## config.mk

```make
export PLATFORM = sky130hd
export DESIGN_NAME = cmb_ctrl
export DESIGN_NICKNAME = d
export VERILOG_FILES = /design/src/cmb_pkg.sv /design/src/cmb_ctrl.sv
export SDC_FILE = /design/constraint.sdc
export NUM_CORES = 1
export LEC_CHECK = 0
export ABC_AREA = 1
export BUFFER_PORTS_ARGS = -buffer_cell sky130_fd_sc_hd__buf_2
export CAP_MARGIN = 10
export CORE_MARGIN = 2
export CORE_UTILIZATION = 40
export CTS_CLUSTER_SIZE = 12
export DETAILED_ROUTE_END_ITERATION = 8
export RECOVER_POWER = 100
export SLEW_MARGIN = 20
export SYNTH_ARGS = -nofsm -noshare
export SYNTH_HDL_FRONTEND = slang
export SYNTH_SLANG_ARGS = --single-unit
```

## constraint.sdc

```tcl
create_clock -name i_clk -period 3.4 [get_ports i_clk]
set_input_delay 0.34 -clock i_clk [delete_from_list [all_inputs] [get_ports i_clk]]
set_output_delay 0.34 -clock i_clk [all_outputs]
set_load 0.1 [all_outputs]
```

## src/cmb_pkg.sv

```systemverilog
// Shared types and constants of the Comba bignum multiplier.
`default_nettype none
package cmb_pkg;

    localparam int PORT_DIGIT_W = 32;  // width of a digit on the ports
    localparam int IDX_W        = 5;   // operand digit address, widest case
    localparam int COL_W        = 6;   // product column / length, widest case

    typedef enum logic [1:0] {
        CMD_LOAD_A   = 2'd0,
        CMD_LOAD_B   = 2'd1,
        CMD_MULTIPLY = 2'd2
    } t_cmd;

    typedef enum logic [1:0] {
        ST_IDLE,
        ST_COLUMNS,
        ST_DRAIN,
        ST_EMIT
    } t_state;

    typedef struct packed {
        logic [1:0]              command;
        logic [PORT_DIGIT_W-1:0] digit_value;
        logic [IDX_W-1:0]        digit_index;
        logic [COL_W-1:0]        a_length;
        logic [COL_W-1:0]        b_length;
    } t_in;

    typedef struct packed {
        logic [PORT_DIGIT_W-1:0] product_digit;
        logic [COL_W-1:0]        product_index;
        logic                    last_digit;
    } t_out;

    // One multiply-accumulate beat issued into the datapath pipeline.
    typedef struct packed {
        logic             valid;
        logic             col_end;    // close the column after this beat
        logic             zero_prod;  // column with no digit product
        logic [IDX_W-1:0] a_addr;
        logic [IDX_W-1:0] b_addr;
        logic [COL_W-1:0] col;
    } t_mac_cmd;

    // One product digit read for the result port.
    typedef struct packed {
        logic             valid;
        logic             zero;       // product is zero: send a lone zero digit
        logic [COL_W-1:0] addr;
        logic             last;
    } t_emit_cmd;

    typedef struct packed {
        logic      wr_a;
        logic      wr_b;
        logic      clear;
        t_mac_cmd  mac;
        t_emit_cmd emit;
    } t_ctl_cmd;

    typedef struct packed {
        logic             any;        // some product digit is nonzero
        logic [COL_W-1:0] top;        // column of the highest nonzero digit
    } t_dp_status;

endpackage
`default_nettype wire

```

## src/cmb_ctrl.sv

```systemverilog
// Controller of the Comba bignum multiplier: command decode and column sequencing.
`default_nettype none
module cmb_ctrl #(
    parameter int MAX_DIGITS = 32
) (
    input  logic                i_clk,
    input  logic                i_rst_n,
    input  logic                i_start,
    input  cmb_pkg::t_in        i_item,
    input  cmb_pkg::t_dp_status i_status,
    output logic                o_busy,
    output cmb_pkg::t_ctl_cmd   o_cmd
);
    import cmb_pkg::*;

    localparam logic [COL_W-1:0] MAX_LEN = COL_W'(MAX_DIGITS);

    t_state           r_state, n_state;
    logic [COL_W-1:0] r_la, n_la, r_lb, n_lb;
    logic [COL_W-1:0] r_ix, n_ix;
    logic [IDX_W-1:0] r_i, n_i;
    logic [COL_W-1:0] r_k, n_k;
    logic             r_drain, n_drain;

    logic [COL_W-1:0] w_la_sat, w_lb_sat;
    logic [COL_W:0]   w_pa_m1, w_next_col, w_lo_next;
    logic [COL_W-1:0] w_hi, w_j;
    logic             w_last_col, w_col_end, w_idx_ok, w_emit_last;

    assign w_la_sat = (i_item.a_length > MAX_LEN) ? MAX_LEN : i_item.a_length;
    assign w_lb_sat = (i_item.b_length > MAX_LEN) ? MAX_LEN : i_item.b_length;
    assign w_idx_ok = (COL_W'(i_item.digit_index) < MAX_LEN);

    // Column bounds: a digits run lo..hi, b digit is column minus a index.
    assign w_pa_m1    = (COL_W + 1)'(r_la) + (COL_W + 1)'(r_lb) - (COL_W + 1)'(1);
    assign w_last_col = ({1'b0, r_ix} == w_pa_m1);
    assign w_hi       = (r_ix < r_la) ? r_ix : (r_la - COL_W'(1));
    assign w_col_end  = (COL_W'(r_i) == w_hi);
    assign w_next_col = (COL_W + 1)'(r_ix) + (COL_W + 1)'(1);
    assign w_lo_next  = (w_next_col >= (COL_W + 1)'(r_lb))
                        ? (w_next_col - (COL_W + 1)'(r_lb) + (COL_W + 1)'(1))
                        : '0;
    assign w_j        = r_ix - COL_W'(r_i);
    assign w_emit_last = !i_status.any || (r_k == i_status.top);

    // Next state and counters.
    always_comb begin
        n_state = r_state;
        n_la    = r_la;
        n_lb    = r_lb;
        n_ix    = r_ix;
        n_i     = r_i;
        n_k     = r_k;
        n_drain = r_drain;
        unique case (r_state)
            ST_IDLE: begin
                if (i_start && (t_cmd'(i_item.command) == CMD_MULTIPLY)) begin
                    n_la = w_la_sat;
                    n_lb = w_lb_sat;
                    n_ix = '0;
                    n_i  = '0;
                    n_k  = '0;
                    if ((w_la_sat == '0) || (w_lb_sat == '0)) begin
                        n_state = ST_EMIT;
                    end else begin
                        n_state = ST_COLUMNS;
                    end
                end
            end
            ST_COLUMNS: begin
                if (w_last_col) begin
                    n_drain = 1'b0;
                    n_state = ST_DRAIN;
                end else if (w_col_end) begin
                    n_ix = w_next_col[COL_W-1:0];
                    n_i  = w_lo_next[IDX_W-1:0];
                end else begin
                    n_i = r_i + IDX_W'(1);
                end
            end
            ST_DRAIN: begin
                n_drain = 1'b1;
                if (r_drain) begin
                    n_state = ST_EMIT;
                end
            end
            ST_EMIT: begin
                if (w_emit_last) begin
                    n_state = ST_IDLE;
                end else begin
                    n_k = r_k + COL_W'(1);
                end
            end
            default: n_state = ST_IDLE;
        endcase
    end

    // Commands to the datapath.
    always_comb begin
        o_cmd = '0;
        unique case (r_state)
            ST_IDLE: begin
                if (i_start) begin
                    unique case (t_cmd'(i_item.command))
                        CMD_LOAD_A:   o_cmd.wr_a  = w_idx_ok;
                        CMD_LOAD_B:   o_cmd.wr_b  = w_idx_ok;
                        CMD_MULTIPLY: o_cmd.clear = 1'b1;
                        default:      o_cmd.clear = 1'b0;
                    endcase
                end
            end
            ST_COLUMNS: begin
                o_cmd.mac.valid     = 1'b1;
                o_cmd.mac.col       = r_ix;
                o_cmd.mac.col_end   = w_last_col || w_col_end;
                o_cmd.mac.zero_prod = w_last_col;
                o_cmd.mac.a_addr    = r_i;
                o_cmd.mac.b_addr    = w_j[IDX_W-1:0];
            end
            ST_EMIT: begin
                o_cmd.emit.valid = 1'b1;
                o_cmd.emit.zero  = !i_status.any;
                o_cmd.emit.addr  = i_status.any ? r_k : '0;
                o_cmd.emit.last  = w_emit_last;
            end
            ST_DRAIN: o_cmd = '0;
            default:  o_cmd = '0;
        endcase
    end

    always_ff @(posedge i_clk) begin
        if (!i_rst_n) begin
            r_state <= ST_IDLE;
            r_la    <= '0;
            r_lb    <= '0;
            r_ix    <= '0;
            r_i     <= '0;
            r_k     <= '0;
            r_drain <= 1'b0;
        end else begin
            r_state <= n_state;
            r_la    <= n_la;
            r_lb    <= n_lb;
            r_ix    <= n_ix;
            r_i     <= n_i;
            r_k     <= n_k;
            r_drain <= n_drain;
        end
    end

    assign o_busy = (r_state != ST_IDLE);

endmodule
`default_nettype wire

```

* Yosys cells after proc, flatten, opt, wreduce, memory -nomap -nowiden
Index checks and enable logic that the tools add are counted.
** Operators by class
- Add/subtract/negate cells :: 9
- Magnitude comparators :: 4
- Eq/ne operators :: 15
- Mux-type cells :: 30
- Reduce and logical (&&, ||, !) cells :: 19
** Operators by type and width (count)
- 2-to-1 mux 6 bit :: 8
- one-hot mux 6 bit (2 select lines) :: 2
- 2-to-1 mux 5 bit :: 4
- 2-to-1 mux 19 bit :: 1
- != test 2 bit, second input constant :: 7
- > comparator 6 bit, second input constant :: 2
- zero test 6 bit :: 2
- adder 5 x 1 -> 5 bit, second input constant :: 2
- 2-to-1 mux 2 bit :: 5
- one-hot mux 5 bit (2 select lines) :: 1
- subtractor 5 bit :: 2
- 2-to-1 mux 9 bit :: 1
- one-hot mux 2 bit (4 select lines) :: 1
- AND reduction 4 bit :: 2
- nonzero test 2 bit :: 4
- adder 6 x 1 -> 7 bit, second input constant :: 1
- adder 6 x 6 -> 7 bit :: 1
- == test 6 x 7 -> 1 bit :: 1
- greater-or-equal comparator 7 x 6 -> 1 bit :: 1
- subtractor 7 x 1 -> 7 bit, second input constant :: 1
- adder 6 x 1 -> 6 bit, second input constant :: 1
- == test 2 bit, second input constant :: 3
- == test 5 x 6 -> 1 bit :: 1
- == test 6 bit :: 1
- other kinds (12) :: 22
** Word-level totals
- Bits in registers :: 32
- Bits of input ports :: 61
- Output and inout port bits :: 32
- Logic and storage cells :: 84

* Longest topological paths before layout
- Depth after elaboration :: 7
- Gate-level depth with buffers :: 20
- Gate-level depth less buffers :: 20

* Least setup slack after synthesis
No wires, ideal clock.
- Kind :: register to output
- Start point :: register r_state[0]
- End point :: output port o_cmd[29] in the netlist's numbering
- Arrival time :: 4.051 ns
- Data required time :: 3.060 ns
- Slack :: -0.991 ns
- Stages on the path, launching flop included :: 5
- Path buffers :: 0
- Cells stage by stage :: dfxtp_1 inv_1 ha_1 inv_1 nor4_1
** RTL lines
- from (decl) :: line cmb_ctrl.sv:18 : t_state r_state, n_state;
- from (signal assigned) :: line cmb_ctrl.sv:141 : r_state <= n_state;
- to (decl) :: line cmb_ctrl.sv:12 : output cmb_pkg::t_ctl_cmd o_cmd

==> summary.md <==
| Metric | Value |
|---|---|
| Run status | complete, no violations |
| H-tree depth | 2 |
| Crit-path cells | inv_2 > ha_1 > inv_1 > ha_1 > inv_1 > fa_1 > xor2_1 > nand3_1 > nor2_1 > nand3_1 > nor2_4 > nand3_2 > inv_1 > buf_8 |
| Die height | 96.0 um |
| Slowest stage delay, CP | 0.50 ns |
| Setup WS post-layout | 0.139 ns |
| Mapped cell area | 3390 um2 |
| Worst setup EP type | output pin |
| Die area | 9220 um2 |
| Syn_area_per_cell | 6.48 um2 |
| Vias per std cell | 4.95 |
| Final Hold Vio Count | 0 |
| Finish-stage setup viols | 0 |
| Largest net degree at the start of global routing | 22 |
| Post-synthesis sequential area ratio | 0.189 |
| Starting density of the core | 0.412 |
| Max-Cap Viols | 0 |
| Hold Crit Depth | 3 |
| Total Wirelength | 8910 um |
| Dpl ws | 0.305 ns |
| Number of global-route vias before repair | 3162 |
| Worst-Margin Slew | 1.17 ns |
| Final ANT Viol Nets | 0 |
| Nets | 680 |
| Most common cell after layout, fill and taps aside | nand2_1 |
| Share of cells above drive strength 1 | 0.133 |
| Clock root buffer | clkbuf_8 |
| Leakage power | 1.91 nW |
| Reg clk slew, reported paths | 0.08 ns |
| Die width | 96.0 um |
| Area Overhead vs Synth | 14.5% |
| Synth Register Bits | 32 |
| Max Clk Rate | 307 MHz |
| Initial DRC Count | 151 |
| Commonest non-fill, non-tap cells in the layout | nand2_1, inv_1, nand3_1 |
| Max VDD drop | 0.401 mV |
| Syn_nets | 627 |
| Gpl congestion | 0.912 |
| Slew Limit Fails | 0 |
| Synth unique cells | 38 |
| Worst hold path class | in2reg |
| Via count | 3377 |
| Required @ worst endpoint | 3.06 ns |
| Global Route Usage Sum | 0.208 |
| Average wire per standard cell | 13.1 um |
| CORE AREA | 8220 um2 |
| DRT Pass-1 Iters | 4 |
| Max-slew headroom | 0.221 |
| Final period util | 0.959 |
| Post-Synthesis Cells | 523 |
| Floorplan row count | 33 |
| First-pass GRT wire length | 15100 um |
| Clk_lat worst skew | 0.29 ns |
| CP Class | reg2out |
| FILL cells | 880 |
| FF-to-FF path depth | 18 |
| Most common cell on crit path | inv_1 |
| Post-CTS Setup Bufs | 0 |
| Placed inst area | 3810 um2 |
| Initial antenna violation count | 0 |
| Num CTS Buffers | 5 |
| Clock buffer depth | 2 |
| Post-layout min period | 3.26 ns |
| Io pins | 93 |
| RSZ-0062 raised after global routing | false |
| CTS tree | yes |
| Clock skew | 0.00842 ns |
| DRC viols | 0 |
| IO Port Bufs | 55 |
| CP Launch Type | flop |
| Clk sinks | 32 |
| Final HPWL DP | 6930 um |
| Fin area | 3880 um2 |
| Number of diodes | 0 |
| Yosys warnings | 0 |
| GR Overflow Total | 0 |
| CP max FO | 7 |
| Setup_tns | 0 ns |
| Worst path arrival time | 2.92 ns |
| Slowest-stage cell, CP | fa_1 |
| Cell area power density | 990 nW/um2 |
flip-flops by register name (all words and copies together), names as in the netlist:
name / cells
r_ix: 6
r_k: 6
r_la: 6
r_lb: 6
r_i: 5
r_state: 2
r_drain: 1
layer usage:
metal / track usage / vias up / wire length, um
met2: 0.350 / 85 / 4080
met5: 0 / - / 0
met4: 0.0393 / 0 / 121
met3: 0.0266 / 9 / 351
li1: - / 1764 / -
met1: 0.285 / 1519 / 4360
worst paths after layout:
path / to / slack, ns / from
min: r_la[4]$_SDFFE_PN0P_ / 0.31 / i_item[10]
max reg2reg: r_ix[0]$_SDFFE_PN0P_ / 0.25 / r_la[0]$_SDFFE_PN0P_
min reg2reg: r_lb[2]$_SDFFE_PN0P_ / 0.47 / r_lb[2]$_SDFFE_PN0P_
max: o_cmd[25] / 0.14 / r_la[0]$_SDFFE_PN0P_
critical path, delay by kind of cell, from the launching register on:
kind | cells | cell delay (ns)
adder cells (fa/ha/maj) | 3 | 0.89
AND/OR/NAND/NOR | 5 | 0.60
buffers and inverters | 5 | 0.56
flip-flops | 1 | 0.43
XOR/XNOR | 1 | 0.16
cell usage after synthesis:
cell / number / area, um2
a211oi_1: 5 / 37.5
a21oi_1: 38 / 190
a21oi_4: 1 / 16.3
a31oi_1: 2 / 12.5
buf_2: 3 / 15.0
buf_6: 1 / 11.3
buf_8: 1 / 15.0
clkbuf_1: 8 / 30.0
clkbuf_2: 1 / 5.00
clkinv_1: 1 / 3.75
dfxtp_1: 32 / 641
fa_1: 4 / 80.1
ha_1: 39 / 488
inv_1: 87 / 327
inv_2: 4 / 15.0
nand2_1: 119 / 447
nand2_2: 12 / 75.1
nand2_4: 2 / 22.5
nand2_8: 1 / 20.0
nand3_1: 47 / 235
nand3_2: 2 / 20.0
nand3_4: 1 / 17.5
nand3b_1: 2 / 15.0
nand4_1: 8 / 50.1
nor2_1: 44 / 165
nor2_2: 4 / 25.0
nor2_8: 1 / 20.0
nor3_1: 6 / 30.0
nor3b_1: 1 / 7.51
nor4_1: 4 / 25.0
o21ai_0: 9 / 45.0
o21ai_1: 1 / 5.00
o21ai_2: 1 / 8.76
o311ai_0: 1 / 8.76
or2_0: 1 / 6.26
or2_2: 1 / 6.26
xnor2_1: 5 / 43.8
xor2_1: 23 / 201
per-stage QoR:
step,hold WS [ns],utilization,std cells,power (mW)
final,0.308,0.472,682,3.84
after global routing,0.311,0.472,682,4.24
after CTS,0.300,0.476,682,3.85
after detailed placement,0.460,0.464,674,3.50
after global placement,0.454,0.464,674,3.45
after floorplan,0.445,-,523,2.99
repair_timing:
item	CTS	global route
endpoints found under the setup margin	2	2
gates resized for setup	1	3
hold buffers	0	0
endpoints found under the hold margin	0	0
power by group:
part,internal [mW],total (mW),leakage (nW),switching [mW]
clock network,0.164,0.328,0.0434,0.164
logic,0.912,2.92,1.61,2.01
registers,0.458,0.592,0.261,0.134
layout make-up:
class / instances / area [um2] / area share
Clock inverter: 2 / 15.0 / 0.00387
Clock buffer: 6 / 82.6 / 0.0213
Tap cell: 105 / 131 / 0.0339
Timing Repair Buffer: 60 / 304 / 0.0784
Multi-Input combinational cell: 385 / 2360 / 0.608
Sequential cell: 32 / 642 / 0.165
Inverter: 92 / 345 / 0.0890
kinds of logic (layout without fill, tap and decap cells):
logic type / count (synthesis) / count (layout) / synth area share
buf+inv: 106 / 160 / 0.124
simple gates: 256 / 256 / 0.351
xor+xnor: 28 / 28 / 0.0724
compound gates: 58 / 58 / 0.0957
fa+ha+maj: 43 / 43 / 0.168
flops: 32 / 32 / 0.189
(Power assumes the default switching activity.)
